<file path="src/hdl/ialu_pkg.sv">
// -----------------------------------------------------------------------------
// ialu_pkg
// Shared types and codes for the multicycle integer ALU.
// -----------------------------------------------------------------------------
`default_nettype none
package ialu_pkg;
    localparam int DataWidth = 32;

    typedef enum logic [3:0] {
        OP_ADD = 4'd0, OP_SUB = 4'd1, OP_MUL = 4'd2, OP_DIV = 4'd3, OP_MOD = 4'd4,
        OP_POW = 4'd5, OP_MAX = 4'd6, OP_MIN = 4'd7, OP_GCD = 4'd8, OP_LCM = 4'd9
    } opcode_t;

    typedef enum logic [1:0] {
        ST_OK = 2'd0, ST_DIV_ZERO = 2'd1, ST_BAD_OP = 2'd2
    } status_t;

    // Datapath commands.
    typedef enum logic [3:0] {
        CMD_NONE,      // hold
        CMD_LOAD,      // latch opcode and operands
        CMD_SIMPLE,    // add, sub, max, min into result
        CMD_MUL_START, // load multiplier: m_a=a, m_b=b, product=0
        CMD_MUL_STEP,  // one shift-add step
        CMD_DIV_START, // dividend=x, divisor=y, quotient cleared
        CMD_DIV_STEP,  // one restoring division step
        CMD_GCD_SETUP, // x=|a|, y=|b|
        CMD_GCD_NEXT,  // x=y, y=remainder
        CMD_POW_INIT,  // acc=1, base=a, exp=b
        CMD_POW_MUL_ACC,   // multiplier: acc*base
        CMD_POW_MUL_BASE,  // multiplier: base*base
        CMD_LCM_PROD,  // multiplier: a*b
        CMD_FINISH     // form result from selected source
    } cmd_t;

    typedef enum logic [3:0] {
        SRC_ZERO, SRC_MULP, SRC_QUOT_S, SRC_REM_S, SRC_GCD_X, SRC_POW, SRC_LCM, SRC_KEEP
    } src_t;

    typedef struct packed {
        cmd_t cmd;
        src_t src;
        logic pow_after_acc;  // after acc multiply, store into acc
    } ctl_t;

    typedef struct packed {
        logic mul_done;
        logic div_done;
        logic y_zero;
        logic b_zero;
        logic a_zero;
        logic exp_zero;
        logic exp_lsb;
        logic exp_neg;
    } sts_t;

    typedef enum logic [3:0] {
        S_IDLE, S_DISPATCH, S_MUL, S_DIV_RUN, S_GCD_CHK, S_GCD_DIV,
        S_POW_CHK, S_POW_ACC, S_POW_CHK_B, S_POW_BASE, S_LCM_MUL, S_LCM_DIV, S_FIN, S_OUT
    } state_t;
endpackage
`default_nettype wire

</file>
<file path="src/hdl/ialu_datapath.sv">
// -----------------------------------------------------------------------------
// ialu_datapath
// Operand registers, shift-add multiplier, restoring divider and result.
// -----------------------------------------------------------------------------
`default_nettype none
module ialu_datapath
    import ialu_pkg::*;
#(
    parameter int DATA_WIDTH = DataWidth
) (
    input  wire logic                  clk,
    input  wire logic                  rst_n,
    input  wire ctl_t                  ctl,
    input  wire logic [3:0]            opcode,
    input  wire logic [DATA_WIDTH-1:0] operand_a,
    input  wire logic [DATA_WIDTH-1:0] operand_b,
    output sts_t                       sts,
    output logic [DATA_WIDTH-1:0]      res
);
    localparam int W = DATA_WIDTH;
    localparam int CW = $clog2(W + 1);

    logic [3:0]   op_reg;
    logic [W-1:0] a_reg, b_reg, x_reg, y_reg, acc_reg, base_reg, exp_reg, res_reg;
    logic [W-1:0] m_a_reg, m_b_reg, m_p_reg;
    logic [W-1:0] q_reg, r_reg, d_reg, n_reg;
    logic [CW-1:0] cnt_reg;
    logic         mul_busy_reg, div_busy_reg;

    logic [W-1:0] mag_a, mag_b, trial, prod_mag;
    logic         sa, sb;
    logic [W:0]   rsh;

    always_comb
    begin
        sa = a_reg[W-1];
        sb = b_reg[W-1];
        mag_a = sa ? (~a_reg + 1'b1) : a_reg;
        mag_b = sb ? (~b_reg + 1'b1) : b_reg;
        prod_mag = m_p_reg[W-1] ? (~m_p_reg + 1'b1) : m_p_reg;
        rsh = {r_reg, n_reg[W-1]};
        trial = rsh[W-1:0] - d_reg;
    end

    always_ff @(posedge clk or negedge rst_n)
    begin
        if (!rst_n)
        begin
            mul_busy_reg <= 1'b0;
            div_busy_reg <= 1'b0;
            cnt_reg <= '0;
        end
        else
        begin
            case (ctl.cmd)
                CMD_MUL_START, CMD_POW_MUL_ACC, CMD_POW_MUL_BASE, CMD_LCM_PROD:
                begin
                    mul_busy_reg <= 1'b1;
                    cnt_reg <= CW'(W);
                end
                CMD_DIV_START:
                begin
                    div_busy_reg <= 1'b1;
                    cnt_reg <= CW'(W);
                end
                CMD_MUL_STEP, CMD_DIV_STEP:
                begin
                    cnt_reg <= cnt_reg - 1'b1;
                    if (cnt_reg == CW'(1))
                    begin
                        mul_busy_reg <= 1'b0;
                        div_busy_reg <= 1'b0;
                    end
                end
                default:
                begin
                end
            endcase
        end
    end

    always_ff @(posedge clk)
    begin
        case (ctl.cmd)
            CMD_LOAD:
            begin
                op_reg <= opcode;
                a_reg <= operand_a;
                b_reg <= operand_b;
            end
            CMD_SIMPLE:
            begin
                case (op_reg)
                    OP_ADD: res_reg <= a_reg + b_reg;
                    OP_SUB: res_reg <= a_reg - b_reg;
                    OP_MAX: res_reg <= ($signed(a_reg) > $signed(b_reg)) ? a_reg : b_reg;
                    default: res_reg <= ($signed(b_reg) > $signed(a_reg)) ? a_reg : b_reg;
                endcase
            end
            CMD_MUL_START, CMD_LCM_PROD:
            begin
                m_a_reg <= a_reg;
                m_b_reg <= b_reg;
                m_p_reg <= '0;
            end
            CMD_POW_MUL_ACC:
            begin
                m_a_reg <= acc_reg;
                m_b_reg <= base_reg;
                m_p_reg <= '0;
            end
            CMD_POW_MUL_BASE:
            begin
                m_a_reg <= base_reg;
                m_b_reg <= base_reg;
                m_p_reg <= '0;
            end
            CMD_MUL_STEP:
            begin
                if (m_b_reg[0])
                    m_p_reg <= m_p_reg + m_a_reg;
                m_a_reg <= m_a_reg << 1;
                m_b_reg <= m_b_reg >> 1;
            end
            CMD_DIV_START:
            begin
                n_reg <= x_reg;
                d_reg <= y_reg;
                r_reg <= '0;
                q_reg <= '0;
            end
            CMD_DIV_STEP:
            begin
                n_reg <= n_reg << 1;
                if (rsh >= {1'b0, d_reg})
                begin
                    r_reg <= trial;
                    q_reg <= {q_reg[W-2:0], 1'b1};
                end
                else
                begin
                    r_reg <= rsh[W-1:0];
                    q_reg <= {q_reg[W-2:0], 1'b0};
                end
            end
            CMD_GCD_SETUP:
            begin
                x_reg <= mag_a;
                y_reg <= mag_b;
            end
            CMD_GCD_NEXT:
            begin
                x_reg <= y_reg;
                y_reg <= r_reg;
            end
            CMD_POW_INIT:
            begin
                acc_reg <= W'(1);
                base_reg <= a_reg;
                exp_reg <= b_reg;
            end
            CMD_FINISH:
            begin
                case (ctl.src)
                    SRC_ZERO: res_reg <= '0;
                    SRC_MULP:
                    begin
                        if (op_reg == OP_POW)
                        begin
                            if (ctl.pow_after_acc)
                                acc_reg <= m_p_reg;
                            else
                            begin
                                base_reg <= m_p_reg;
                                exp_reg <= exp_reg >> 1;
                            end
                        end
                        else if (op_reg == OP_LCM)
                        begin
                            // x holds the gcd: the product magnitude becomes the
                            // dividend and the gcd the divisor.
                            x_reg <= prod_mag;
                            y_reg <= x_reg;
                        end
                        else
                            res_reg <= m_p_reg;
                    end
                    SRC_QUOT_S: res_reg <= (sa != sb) ? (~q_reg + 1'b1) : q_reg;
                    SRC_REM_S: res_reg <= sa ? (~r_reg + 1'b1) : r_reg;
                    SRC_GCD_X: res_reg <= x_reg;
                    SRC_POW: res_reg <= acc_reg;
                    SRC_LCM: res_reg <= q_reg;
                    default:
                    begin
                    end
                endcase
            end
            default:
            begin
            end
        endcase
    end

    always_comb
    begin
        sts.mul_done = !mul_busy_reg;
        sts.div_done = !div_busy_reg;
        sts.y_zero = (y_reg == '0);
        sts.b_zero = (b_reg == '0);
        sts.a_zero = (a_reg == '0);
        sts.exp_zero = (exp_reg == '0);
        sts.exp_lsb = exp_reg[0];
        sts.exp_neg = b_reg[W-1];
        res = res_reg;
    end
endmodule
`default_nettype wire

</file>
<file path="src/hdl/ialu_ctrl.sv">
// -----------------------------------------------------------------------------
// ialu_ctrl
// Sequencer: handshake, operation dispatch and status code.
// -----------------------------------------------------------------------------
`default_nettype none
module ialu_ctrl
    import ialu_pkg::*;
(
    input  wire logic  clk,
    input  wire logic  rst_n,
    input  wire logic  in_valid,
    output logic       in_stall,
    output logic       out_valid,
    input  wire logic  out_stall,
    input  wire logic [3:0] opcode_q,
    input  wire sts_t  sts,
    output ctl_t       ctl,
    output logic [1:0] status_code
);
    state_t state_reg, state_next;
    status_t st_reg, st_next;
    logic [3:0] op_reg, op_next;

    always_ff @(posedge clk or negedge rst_n)
    begin
        if (!rst_n)
        begin
            state_reg <= S_IDLE;
            st_reg <= ST_OK;
            op_reg <= '0;
        end
        else
        begin
            state_reg <= state_next;
            st_reg <= st_next;
            op_reg <= op_next;
        end
    end

    always_comb
    begin
        state_next = state_reg;
        st_next = st_reg;
        op_next = op_reg;
        ctl.cmd = CMD_NONE;
        ctl.src = SRC_KEEP;
        ctl.pow_after_acc = 1'b0;
        in_stall = 1'b1;
        out_valid = 1'b0;
        case (state_reg)
            S_IDLE:
            begin
                in_stall = 1'b0;
                if (in_valid)
                begin
                    ctl.cmd = CMD_LOAD;
                    op_next = opcode_q;
                    state_next = S_DISPATCH;
                end
            end
            S_DISPATCH:
            begin
                st_next = ST_OK;
                case (op_reg)
                    OP_ADD, OP_SUB, OP_MAX, OP_MIN:
                    begin
                        ctl.cmd = CMD_SIMPLE;
                        state_next = S_OUT;
                    end
                    OP_MUL:
                    begin
                        ctl.cmd = CMD_MUL_START;
                        state_next = S_MUL;
                    end
                    OP_DIV, OP_MOD:
                    begin
                        ctl.cmd = CMD_GCD_SETUP;
                        if (sts.b_zero)
                        begin
                            st_next = ST_DIV_ZERO;
                            state_next = S_FIN;
                        end
                        else
                            state_next = S_GCD_DIV;
                    end
                    OP_GCD, OP_LCM:
                    begin
                        ctl.cmd = CMD_GCD_SETUP;
                        state_next = (op_reg == OP_LCM && (sts.a_zero || sts.b_zero))
                            ? S_FIN : S_GCD_CHK;
                    end
                    OP_POW:
                    begin
                        ctl.cmd = CMD_POW_INIT;
                        state_next = sts.exp_neg ? S_FIN : S_POW_CHK;
                    end
                    default:
                    begin
                        st_next = ST_BAD_OP;
                        state_next = S_FIN;
                    end
                endcase
            end
            S_MUL:
            begin
                if (!sts.mul_done)
                    ctl.cmd = CMD_MUL_STEP;
                else
                begin
                    ctl.cmd = CMD_FINISH;
                    ctl.src = SRC_MULP;
                    state_next = S_OUT;
                end
            end
            S_GCD_CHK:
            begin
                if (sts.y_zero)
                begin
                    if (op_reg == OP_LCM)
                    begin
                        ctl.cmd = CMD_LCM_PROD;
                        state_next = S_LCM_MUL;
                    end
                    else
                    begin
                        ctl.cmd = CMD_FINISH;
                        ctl.src = SRC_GCD_X;
                        state_next = S_OUT;
                    end
                end
                else
                begin
                    ctl.cmd = CMD_DIV_START;
                    state_next = S_GCD_DIV;
                end
            end
            S_GCD_DIV:
            begin
                // Entered from dispatch for div/mod: start the divider first.
                if (sts.div_done && (op_reg == OP_DIV || op_reg == OP_MOD))
                begin
                    ctl.cmd = CMD_DIV_START;
                    state_next = S_DIV_RUN;
                end
                else if (!sts.div_done)
                    ctl.cmd = CMD_DIV_STEP;
                else
                begin
                    ctl.cmd = CMD_GCD_NEXT;
                    state_next = S_GCD_CHK;
                end
            end
            S_DIV_RUN:
            begin
                if (!sts.div_done)
                    ctl.cmd = CMD_DIV_STEP;
                else
                begin
                    ctl.cmd = CMD_FINISH;
                    ctl.src = (op_reg == OP_DIV) ? SRC_QUOT_S :
                              (op_reg == OP_MOD) ? SRC_REM_S : SRC_LCM;
                    state_next = S_OUT;
                end
            end
            S_LCM_MUL:
            begin
                if (!sts.mul_done)
                    ctl.cmd = CMD_MUL_STEP;
                else
                begin
                    ctl.cmd = CMD_FINISH;
                    ctl.src = SRC_MULP;
                    state_next = S_LCM_DIV;
                end
            end
            S_LCM_DIV:
            begin
                // Dividend and divisor were placed by the finish step; start the divider.
                ctl.cmd = CMD_DIV_START;
                state_next = S_DIV_RUN;
            end
            S_POW_CHK:
            begin
                if (sts.exp_zero)
                begin
                    ctl.cmd = CMD_FINISH;
                    ctl.src = SRC_POW;
                    state_next = S_OUT;
                end
                else if (sts.exp_lsb)
                begin
                    ctl.cmd = CMD_POW_MUL_ACC;
                    state_next = S_POW_ACC;
                end
                else
                begin
                    ctl.cmd = CMD_POW_MUL_BASE;
                    state_next = S_POW_BASE;
                end
            end
            S_POW_ACC:
            begin
                if (!sts.mul_done)
                    ctl.cmd = CMD_MUL_STEP;
                else
                begin
                    ctl.cmd = CMD_FINISH;
                    ctl.src = SRC_MULP;
                    ctl.pow_after_acc = 1'b1;
                    state_next = S_POW_CHK_B;
                end
            end
            S_POW_BASE:
            begin
                if (!sts.mul_done)
                    ctl.cmd = CMD_MUL_STEP;
                else
                begin
                    ctl.cmd = CMD_FINISH;
                    ctl.src = SRC_MULP;
                    state_next = S_POW_CHK;
                end
            end
            S_POW_CHK_B:
            begin
                ctl.cmd = CMD_POW_MUL_BASE;
                state_next = S_POW_BASE;
            end
            S_FIN:
            begin
                ctl.cmd = CMD_FINISH;
                ctl.src = SRC_ZERO;
                state_next = S_OUT;
            end
            S_OUT:
            begin
                out_valid = 1'b1;
                if (!out_stall)
                begin
                    in_stall = 1'b0;
                    if (in_valid)
                    begin
                        ctl.cmd = CMD_LOAD;
                        op_next = opcode_q;
                        state_next = S_DISPATCH;
                    end
                    else
                        state_next = S_IDLE;
                end
            end
            default:
                state_next = S_IDLE;
        endcase
        status_code = st_reg;
    end
endmodule
`default_nettype wire

</file>
<file path="src/hdl/integer_alu_with_gcd_lcm.sv">
// -----------------------------------------------------------------------------
// integer_alu_with_gcd_lcm
// Multicycle signed ALU with divide, power, gcd and lcm.
// -----------------------------------------------------------------------------
//  Channel  | Handshake            | Payload
//  input    | in_valid / in_stall  | opcode, operand_a, operand_b
//  output   | out_valid / out_stall| result_value, status_code
//
// Add, sub, max and min form their result straight from the operands; zero divisors,
// unknown codes and negative exponents go straight to a zero result.
// Mul runs on the shift-add multiplier and div/mod on the restoring divider;
// gcd runs one divide per Euclid step, and lcm adds a multiply and a divide.
// Power runs one multiply per exponent bit, and a second one when that bit is set.
// Reset clears the sequencer; a held result keeps the input stalled until taken.
`default_nettype none
module integer_alu_with_gcd_lcm
    import ialu_pkg::*;
#(
    parameter int DATA_WIDTH = DataWidth
) (
    input  wire logic                  clk,
    input  wire logic                  rst_n,
    input  wire logic                  in_valid,
    output logic                       in_stall,
    input  wire logic [3:0]            opcode,
    input  wire logic [DATA_WIDTH-1:0] operand_a,
    input  wire logic [DATA_WIDTH-1:0] operand_b,
    output logic                       out_valid,
    input  wire logic                  out_stall,
    output logic [DATA_WIDTH-1:0]      result_value,
    output logic [1:0]                 status_code
);
    ctl_t ctl;
    sts_t sts;

    ialu_ctrl u_ctrl (
        .clk, .rst_n, .in_valid, .in_stall, .out_valid, .out_stall,
        .opcode_q(opcode), .sts, .ctl, .status_code
    );

    ialu_datapath #(.DATA_WIDTH(DATA_WIDTH)) u_dp (
        .clk, .rst_n, .ctl, .opcode, .operand_a, .operand_b, .sts, .res(result_value)
    );
endmodule
`default_nettype wire

</file>
<file path="config.mk">
export PLATFORM = sky130hd
export DESIGN_NAME = integer_alu_with_gcd_lcm
export DESIGN_NICKNAME = d
export VERILOG_FILES = /design/src/hdl/ialu_pkg.sv /design/src/hdl/ialu_datapath.sv /design/src/hdl/ialu_ctrl.sv /design/src/hdl/integer_alu_with_gcd_lcm.sv
export SDC_FILE = /design/constraint.sdc
export NUM_CORES = 1
export LEC_CHECK = 0
export ABC_AREA = 1
export ABC_CLOCK_PERIOD_IN_PS = 8600
export BUFFER_PORTS_ARGS = -buffer_cell sky130_fd_sc_hd__buf_2
export CORE_AREA = 2 2 345 313
export DETAILED_ROUTE_END_ITERATION = 12
export DIE_AREA = 0 0 347 315
export HOLD_SLACK_MARGIN = 0.03
export PLACE_DENSITY = 0.57
export SYNTH_ARGS = -nofsm -noshare
export SYNTH_HDL_FRONTEND = slang
export SYNTH_SLANG_ARGS = --single-unit
</file>
<file path="constraint.sdc">
create_clock -name clk -period 8.6 [get_ports clk]
set_input_delay 2.15 -clock clk [delete_from_list [all_inputs] [get_ports clk]]
set_output_delay 2.15 -clock clk [all_outputs]
set_load 0.02 [all_outputs]
</file>
# After elaboration in Yosys (flattened, before gate mapping)
# Index checks and enable logic that the tools add are counted.
dict set report classes {
  addsub 10
  n_mul 0
  div_mod_pow 0
  n_lt_le_gt_ge 3
  eq_ne 66
  shift 0
  mux 93
  bitwise_logic 5
  reduce_logical 45
}
# operator count
set op_table {}
lappend op_table {{two-way mux 32 bit} 26}
lappend op_table {{one-hot mux 32 bit (2 select lines)} 8}
lappend op_table {{one-hot mux 32 bit (3 select lines)} 4}
lappend op_table {{one-hot mux 32 bit (7 select lines)} 1}
lappend op_table {{adder 32 x 1 -> 32 bit, second input constant} 5}
lappend op_table {{NOT 32 bit} 5}
lappend op_table {{logical NOT 32 bit} 4}
lappend op_table {{one-hot mux 32 bit (4 select lines)} 1}
lappend op_table {{two-way mux 4 bit} 27}
lappend op_table {{== test 4 x 3 -> 1 bit, second input constant} 17}
lappend op_table {{adder 32 bit} 2}
lappend op_table {{> comparator 32 bit} 2}
lappend op_table {{subtractor 32 bit} 2}
lappend op_table {{== test 4 bit, second input constant} 15}
lappend op_table {{one-hot mux 4 bit (14 select lines)} 1}
lappend op_table {{one-hot mux 4 bit (11 select lines)} 1}
lappend op_table {{greater-or-equal comparator 33 x 32 -> 1 bit} 1}
lappend op_table {{== test 4 x 2 -> 1 bit, second input constant} 8}
lappend op_table {{one-hot mux 4 bit (6 select lines)} 1}
lappend op_table {{== test 4 x 1 -> 1 bit, second input constant} 5}
lappend op_table {{inequality test 2 bit, second input constant} 10}
lappend op_table {{one-hot mux 4 bit (5 select lines)} 1}
lappend op_table {{logical NOT 4 bit} 4}
lappend op_table {{one-hot mux 4 bit (4 select lines)} 1}
lappend op_table {{27 further kinds} 70}
dict set report word_totals {
  regBits 502
  latchBits 0
  ram_bits 0
  rom_bits 0
  inputBits 72
  out_inout_bits 36
  elab_cells 244
  mem_count 0
}

# Logic depth before layout (Yosys ltp)
# Gate-level depths: netlist of the first run.
dict set report depth {
  depth_word 9
  depth_mapped 22
  depth_no_buf 21
}

# By module
# From an unflattened synthesis of the first run, not the netlist that was laid out.
dict set report unflattened {
  cells_unflattened 4632
  hier_area_um2 35940.7
}
# module instances cells_per_inst area_per_inst_um2 seq_area_each_um2
set modules_own_cells {}
lappend modules_own_cells {ialu_datapath 1 4421 34767.1 14734.1}
lappend modules_own_cells {ialu_ctrl 1 211 1173.6 250.2}

# Worst setup path after synthesis of the first run
# OpenSTA, ideal clock, no wires.
dict set report synth_timing {
  kind {flip-flop to flip-flop}
  startpoint {reg u_ctrl.state_reg[0]}
  endpoint {reg u_dp.x_reg[0], enable pin}
  setup_time_ns 0.590
  t_arrival_ns 6.292
  required_ns 8.010
  path_slack_ns 1.718
  path_stages_with_launch 13
  n_path_buf 1
  period_less_slack_ns 6.882
  cell_sequence {dfrtp_1 nand2_1 inv_1 nand2_1 inv_1 nor2_1 nand2_2 nor2_1 nor2_2 nand3_2 nand3_2 buf_2 a221oi_1}
}
dict set report synth_via {
  elab_chain_len 6
  word_cells_on_any_way 27
  cone_classes {eq/ne: 20; mux: 2; reduce/logical: 5}
}
# item line_no
set synth_lines {}
lappend synth_lines {{start, declared} ialu_ctrl.sv:20} ;# state_t state_reg, state_next;
lappend synth_lines {{start signal, assigned} ialu_ctrl.sv:34} ;# state_reg <= state_next;
lappend synth_lines {{== test 4 x 2 -> 1 bit (tied with other cells)} ialu_ctrl.sv:50} ;# case (state_reg)
lappend synth_lines {{OR reduction 4 bit (no line) or OR reduction 3 bit (tied branches)} -}
lappend synth_lines {{one-hot mux 4 bit (11 select lines) or one-hot mux 4 bit (6 select lines) (tied branches)} ialu_ctrl.sv:50}
lappend synth_lines {{== test 4 bit (tied with other cells)} ialu_datapath.sv:84} ;# case (ctl.cmd)
lappend synth_lines {{inequality test 2 bit (no line) (tied with other cells)} -}
lappend synth_lines {{AND reduction 4 bit (no line) *} -}
lappend synth_lines {{end signal, assigned} ialu_datapath.sv:148} ;# x_reg <= mag_a;
lappend synth_lines {{end signal, assigned} ialu_datapath.sv:153} ;# x_reg <= y_reg;
lappend synth_lines {{end signal, assigned} ialu_datapath.sv:182} ;# x_reg <= prod_mag;
lappend synth_lines {{end, declared} ialu_datapath.sv:24} ;# logic [W-1:0] a_reg, b_reg, x_reg, y_reg, acc_reg, base_reg, exp_reg, res_reg;
# Every way passes the cells marked *; elsewhere a longest branch is shown, timed or not.
# A chain may end at the register's enable or synchronous reset.

# Worst setup path after layout of the first run
dict set report layout_timing {
  startpoint {in out_stall}
  endpoint {out in_stall}
}
dict set report layout_via {
  elab_chain_len 2
}
# item line_no
set layout_lines {}
lappend layout_lines {{start, declared} integer_alu_with_gcd_lcm.sv:29} ;# input wire logic out_stall,
lappend layout_lines {{two-way mux 1 bit} ialu_ctrl.sv:238} ;# if (!out_stall)
lappend layout_lines {{one-hot mux 1 bit (2 select lines)} ialu_ctrl.sv:50}
lappend layout_lines {{end, declared} integer_alu_with_gcd_lcm.sv:24} ;# output logic in_stall,
# Every way passes these cells.

==> metrics.md, run 1 <==
| Metric | Value |
|---|---|
| Vias in the first global route | between 30000 and 40000 |
| Yosys top cell area share | 0.3950 |
| WP depth | 4 |
| Crit-path slowest cell | buf_2 |
| Drt total wl | approximately 160 mm |
| Minimum clock period after layout | approximately 4.9 ns |
| Hold Path Class | reg -> reg |
| CP dominant cell by count | buf_2 |
| Post-Place Cells | about 6300 |
| Global route overflow | 0 |
| WP buf/inv | 2 |
| Startpoint Class | input port |
| Antenna Nets Post-Route | 0 |
| Slew headroom | 0.2453 |
| Synth Register Bits | 502 |
| Final setup violation count | 0 |
| Met1 usage | 0.4100 |
| H-tree levels | 2 |
| Post_cts resized | 0 |
| Register area share after synthesis | 0.4072 |
| Max Slew Vio Count | 0 |
| Comb pwr share | 0.572 |
| Cell Int Power | between 9 and 10 mW |
| Mapped cell area | 36800 sq um |
| Number of synthesized flops with an enable pin | between 400 and 500 |
| CP Class | in -> out |
| Largest net degree at the start of global routing | 99 |
| Largest cells by area after synthesis | edfxtp_1 (39%), nand2_1 (12%), nor2_1 (6.9%) |
| Drt pass-1 iters | 6 |
| GPL Wtd Cong | ~1.0 |
| TritonCTS clock tree | done |
| R2R Setup Slk | about 4.3 ns |
| Status | finished, final reports clean |
| Fmax | about 200 MHz |
| Total CTS buffers | 60 |
| Setup Skew | around 0.026 ns |
| Avg Cell Area, Syn | about 7.5 sq um |
| Grt met2 use | 0.4335 |
| DIE AREA | between 100000 and 150000 sq um |
| Worst R2R Path Depth | 15 |
| Most common cell after layout, fill and taps aside | nand2_1 |
| Synth Instances | roughly 4900 |
| Post-DP HPWL | 125.9 mm |
| RSZ-0062 raised after global routing | false |
| Clk buf depth | 3 |
| Post-CTS Hold Buffers | 0 |
| CP top delay family | buffers and inverters |
| Sw frac | 0.5401 |
| VDD IR max | ~0.45 mV |
| Worst R2R Start | u_dp.b_reg[24] |
| # diodes | 0 |
| P_leak | roughly 17 nW |
| Worst setup path startpoint | out_stall |
| Top Ports | about 110 |
| DRC violations left | 0 |
| Iter 0 DRT Violations | between 4000 and 5000 |
| Max-cap viol count | 0 |
| Crit-path cells | buf_2, nand2_1, o21ai_0, buf_2 |
| Die X | around 350 um |
| CP required | between 6 and 7 ns |
| Max stage delay on crit path | roughly 0.25 ns |
| Top Usage Layer GRT | met2 |
| Core area | 106300 sq um |
| Async SR Flop Fraction | 0.03586 |
| Arrival @ worst endpoint | around 2.7 ns |
| RR Endpoint | u_dp.res[15] |
| P_sw | roughly 11 mW |
| Yosys top cell by area | edfxtp_1 |
| DR WL/cell | around 25 um |
| Port Buffers | between 100 and 150 |
| Worst setup path endpoint | in_stall |
| Flop pwr share | 0.295 |
| First-pass GRT wire length | roughly 230 mm |
| Power density over the cells | approximately 500 nW/um^2 |
| Most frequent cells in the layout | nand2_1 (1218), nor2_1 (668), inv_1 (534), edfxtp_1 (484), nand3_1 (426) |
| Vias per Instance | around 5.6 |
| Prevailing post-synth register cell | edfxtp_1 |
| Tcrit/Tclk final | 0.5692 |
| Clock sink count | approximately 500 |
| Synth cell types | 61 |
| Die Ht | 315 um |
| Postcts setup bufs | 0 |
| CP Max Fanout | 2 |
| Initial antenna violation count | 9 |
| TNS Setup | 0 ns |
| Worst Tran Pin Value | 1.132 ns |
| Clock latency on the worst-skew pair | between 0.6 and 0.7 ns |
| GRT Total Usage | 0.2899 |
| Final net count | 5193 |
| P&R area growth vs syn | 10.69% |
| Mapped Nets | between 5000 and 6000 |
| Finished Layout Cells | ~6400 |
| Row cnt | 114 |
| Clk slew on worst S/H paths | about 0.060 ns |
| Syn. warnings | 0 |
| Vias | approximately 36000 |
| Grt met3 use | 0.06000 |
| Final hold violation count | 0 |
| CTS Root Cell | clkbuf_16 |
| CP endpoint kind | output port |
| Clock power frac | 0.133 |
| Layout cell share with drive strength beyond 1 | 0.06576 |
| Initial Util | 0.3463 |
[worst min-delay path by stage]
| stage | startpoint | endpoint | slack (ns) | cells past startpoint |
|---|---|---|---|---|
| 2_1_floorplan | u_dp.y_reg[30] | u_dp.d_reg[30] | 0.43 | 0 |
| 3_3_place_gp | u_dp.y_reg[31] | u_dp.d_reg[31] | 0.44 | 0 |
| 3_5_place_dp | u_dp.y_reg[30] | u_dp.d_reg[30] | 0.43 | 0 |
| 4_1_cts | u_dp.y_reg[30] | u_dp.d_reg[30] | 0.45 | 0 |
| 5_1_grt | u_dp.y_reg[30] | u_dp.d_reg[30] | 0.45 | 0 |
| 6_report | u_dp.y_reg[30] | u_dp.d_reg[30] | 0.45 | 0 |
[kinds of logic (layout without fill, tap and decap cells)]
group,Yosys count,count (layout),share of synthesized area
and+or+nand+nor,2610,2610,0.3023
AOI/OAI and AO/OA,755,755,0.1181
buffers and inverters,734,821,0.07923
DFF,502,502,0.4072
adders and majority gates,169,169,0.05828
xor gates and xnor gates,145,145,0.03451
muxes,1,1,0.0003060
[power by group through the flow]
stage                     logic [mW]  registers, mW  clock network (mW)
after floorplan                 7.46           5.54                   0
after CTS                       11.4           5.95                2.73
after global placement          11.4           5.98                   0
final                           11.7           6.02                2.71
after detailed placement        11.3           5.99                   0
after global routing            12.7           6.08                2.81
[worst register-to-register path, stage by stage, from the launching register on]
cell	delay [ns]
edfxtp_1	0.69
inv_1	0.32
ha_1	0.55
nand2_1	0.14
nor2_1	0.22
nand2_1	0.14
nor2_2	0.26
nand4_1	0.12
buf_4	0.32
nand2_1	0.25
buf_4	0.43
nand2_1	0.12
nand3_1	0.08
nand2_1	0.06
nor2_1	0.30
nor2_1	0.07
[through the flow]
stage	area, sq um	setup slack (ns)	utilization	power, mW	hold WS [ns]
2_1_floorplan	36800	1.718	-	13.00	0.4264
3_3_place_gp	38710	3.708	0.3643	17.34	0.4351
3_5_place_dp	38710	3.714	0.3643	17.34	0.4347
4_1_cts	40730	3.711	0.3833	20.09	0.4486
5_1_grt	40730	3.642	0.3833	21.61	0.4528
6_report	40730	3.705	0.3833	20.38	0.4486
[synth_stat cells, types with 31 or more instances]
master,instances
a21oi_1,228
a22oi_1,31
buf_2,68
clkbuf_1,80
edfxtp_1,484
ha_1,165
inv_1,535
nand2_1,1219
nand3_1,426
nand4_1,120
nor2_1,673
nor3_1,73
o211ai_1,52
o21ai_0,294
xor2_1,120
[cell type report]
type	count	area, sq um
inverter	551	2071
fill	11120	65540
clock buffer	71	1583
clock inverter	42	437.9
timing repair buffer	157	910.9
tap	1392	1742
multi-input combinational	3680	19000
sequential	502	14980
[per-layer routing]
layer / vias up / part of all wire
met4: 4 / 0.043
met5: - / 0.00018
met3: 246 / 0.10
met1: 17210 / 0.43
met2: 1861 / 0.42
li1: 16650 / -
(Power assumes the default switching activity.)
==> inputs of run 2 (changes only) <==
--- a/config.mk
+++ b/config.mk
@@ -6,7 +6,7 @@
 export NUM_CORES = 1
 export LEC_CHECK = 0
 export ABC_AREA = 1
-export ABC_CLOCK_PERIOD_IN_PS = 8600
+export ABC_CLOCK_PERIOD_IN_PS = 4900
 export BUFFER_PORTS_ARGS = -buffer_cell sky130_fd_sc_hd__buf_2
 export CORE_AREA = 2 2 345 313
 export DETAILED_ROUTE_END_ITERATION = 12
==> constraint.sdc (replaced) <==
create_clock -name clk -period 4.9 [get_ports clk]
set_input_delay 1.225 -clock clk [delete_from_list [all_inputs] [get_ports clk]]
set_output_delay 1.225 -clock clk [all_outputs]
set_load 0.02 [all_outputs]
==> run 2 against run 1 <==
Against the previous run:
- global-route usage is 0.30 points lower
- first-iteration DRC count grew 8.9%
- combinational power grew 79%
- die area unchanged
- cell count grew 0.44%
- via count is 0.67% higher
- sequential cell count stayed put
- highest routed layer unchanged
==> metrics.md, run 2 (synthesis results as in run 1) <==
| Metric | Value |
|---|---|
| Most frequent cells in the layout | nand2_1 (1218), nor2_1 (668), inv_1 (534), edfxtp_1 (484), nand3_1 (426) |
| P_leak | 17.47 nW (+1.1%) |
| Final WS setup | 0.7712 ns (-2.934 ns) |
| Worst Tran Pin Value | 1.234 ns (+0.1024 ns) |
| Final Util | 0.3863 (+0.002990) |
| Worst R2R Start | u_dp.exp_reg[27] |
| Finished Layout Cells | 6423 (+0.44%) |
| Dpl cell area | 39010 sq um (+0.78%) |
| Post-Place Cells | 6312 (+0.48%) |
| Vias per Instance | 5.638 (+0.23%) |
| Core area | 106300 sq um (unchanged) |
| Arrival @ worst endpoint | 4.52 ns (+1.78 ns) |
| Power density over the cells | 880.6 nW/um^2 (+76%) |
| Worst R2R Path Depth | 13 (-2) |
| RSZ-0062 raised after global routing | false |
| VDD IR max | 0.8307 mV (+84%) |
| Antenna Nets Post-Route | 0 (unchanged) |
| Top Ports | 108 (unchanged) |
| Status | finished, final reports clean |
| Clock power frac | 0.133 (about the same) |
| DRC violations left | 0 (unchanged) |
| Clock latency on the worst-skew pair | 0.67 ns (about the same) |
| Tcrit/Tclk final | 0.8426 |
| Post_cts resized | 0 (unchanged) |
| Final net count | 5223 (+0.58%) |
| GRT Total Usage | 0.2869 (-0.002974) |
| GPL Wtd Cong | 1.007 (-2.0%) |
| Final Cell Area | 41050 sq um (+0.78%) |
| Layout cell share with drive strength beyond 1 | 0.07117 (+0.005412) |
| Largest net degree at the start of global routing | 128 (+29%) |
| Post-CTS Hold Buffers | 0 (unchanged) |
| Global route overflow | 0 (unchanged) |
| P_sw | 19.42 mW (+76%) |
| Final setup violation count | 0 (unchanged) |
| TritonCTS clock tree | done |
| Initial antenna violation count | 11 (+2) |
| Power, Total | 36.15 mW (+77%) |
| Port Buffers | 107 (unchanged) |
| Startpoint Class | flop |
| Clk buf depth | 3 (unchanged) |
| Postcts setup bufs | 0 (unchanged) |
| Die X | 347 um (unchanged) |
| Vias | 36220 (+0.67%) |
| Drt total wl | 160.4 mm (-0.69%) |
| CP Max Fanout | 50 (+48) |
| Max Slew Vio Count | 0 (unchanged) |
| DR WL/cell | 24.98 um (-1.1%) |
| R2R Setup Slk | 0.77 ns (-3.52 ns) |
| CP Class | reg -> reg |
| First-pass GRT wire length | 231.5 mm (-0.85%) |
| Comb pwr share | 0.577 (+0.005) |
| Fmax | approximately 240 MHz |
| RR Endpoint | u_dp.res[6] |
| H-tree levels | 2 (unchanged) |
| P&R area growth vs syn | 11.55% |
| Initial Util | 0.3463 (unchanged) |
| Setup Skew | 0.03275 ns (+0.006481 ns) |
| Max-cap viol count | 0 (unchanged) |
| Clk slew on worst S/H paths | 0.07 ns (about the same) |
| Minimum clock period after layout | 4.129 ns |
| Most common cell after layout, fill and taps aside | nand2_1 |
| Post-DP HPWL | 125.6 mm (-0.23%) |
| Vias in the first global route | 33720 (-0.32%) |
| Hold Path Class | in -> async |
| Post-Place Setup Slack | 0.7988 ns (-2.916 ns) |
| Iter 0 DRT Violations | 5156 (+8.9%) |
| Final hold violation count | 0 (unchanged) |
| TNS Setup | 0 ns (unchanged) |
| Cell Int Power | 16.72 mW (+78%) |
| Drt pass-1 iters | 7 (+1) |
| DIE AREA | 109300 sq um (unchanged) |
| CTS Root Cell | clkbuf_16 |
| Flop pwr share | 0.290 (-0.005) |
| Sw frac | 0.5374 (-0.002682) |
| Die Ht | 315 um (unchanged) |
| Row cnt | 114 (unchanged) |
| CP required | 5.29 ns (-1.16 ns) |
| Clock sink count | 502 (unchanged) |
| CP endpoint kind | flop |
| Total CTS buffers | 60 (unchanged) |
| WHS | 0.5035 ns (+0.05483 ns) |
| Slew headroom | 0.1707 (-0.07460) |
## run 2: worst max-delay path: stages, from the launching register on
cell	delay, ns
edfxtp_1	0.39
nor2_1	0.12
nand2_1	0.06
nor2_1	0.32
nand2_1	0.29
o21ai_1	0.44
nand3_2	0.28
buf_4	0.38
nand3_2	0.40
inv_1	0.20
nand2_1	0.12
nand2_1	0.05
nor3_1	0.70
nor2_1	0.10
## run 2: worst max path at each step
stage / startpoint / to / slack, ns / cells after the start
floorplan: in_valid / u_dp.cnt_reg[5] / 0.17 / 11
global placement: u_dp.exp_reg[31] / u_dp.res[6] / 0.81 / 13
detailed placement: u_dp.exp_reg[30] / u_dp.res[6] / 0.80 / 13
CTS: u_dp.exp_reg[30] / u_dp.res[6] / 0.80 / 13
global route: u_dp.exp_reg[30] / u_dp.res[6] / 0.61 / 13
finish: u_dp.exp_reg[27] / u_dp.res[6] / 0.77 / 13
## run 2: layer usage
metal | global-route usage | vias up | part of all wire
met5 | 0 | - | 0.00022
met1 | 0.4151 | 17260 | 0.44
met4 | 0.09328 | 6 | 0.035
li1 | - | 16690 | -
met3 | 0.06673 | 257 | 0.11
met2 | 0.4200 | 2007 | 0.41
## run 2: power groups by stage
stage | sequential (mW) | clock (mW) | combinational [mW]
detailed placement | 10.4 | 0 | 20.2
CTS | 10.3 | 4.86 | 20.3
floorplan | 9.66 | 0 | 13.1
finish | 10.5 | 4.80 | 20.9
global route | 10.6 | 5.01 | 22.6
global placement | 10.4 | 0 | 20.2
## run 2: area by class of cell
type | count | area, sq um
fill | 11040 | 65220
multi-input combinational | 3680 | 19000
tap | 1392 | 1742
inverter | 551 | 2071
sequential | 502 | 14980
timing repair buffer | 187 | 1211
clock buffer | 64 | 1538
antenna | 1 | 2.502
clock inverter | 46 | 498.0
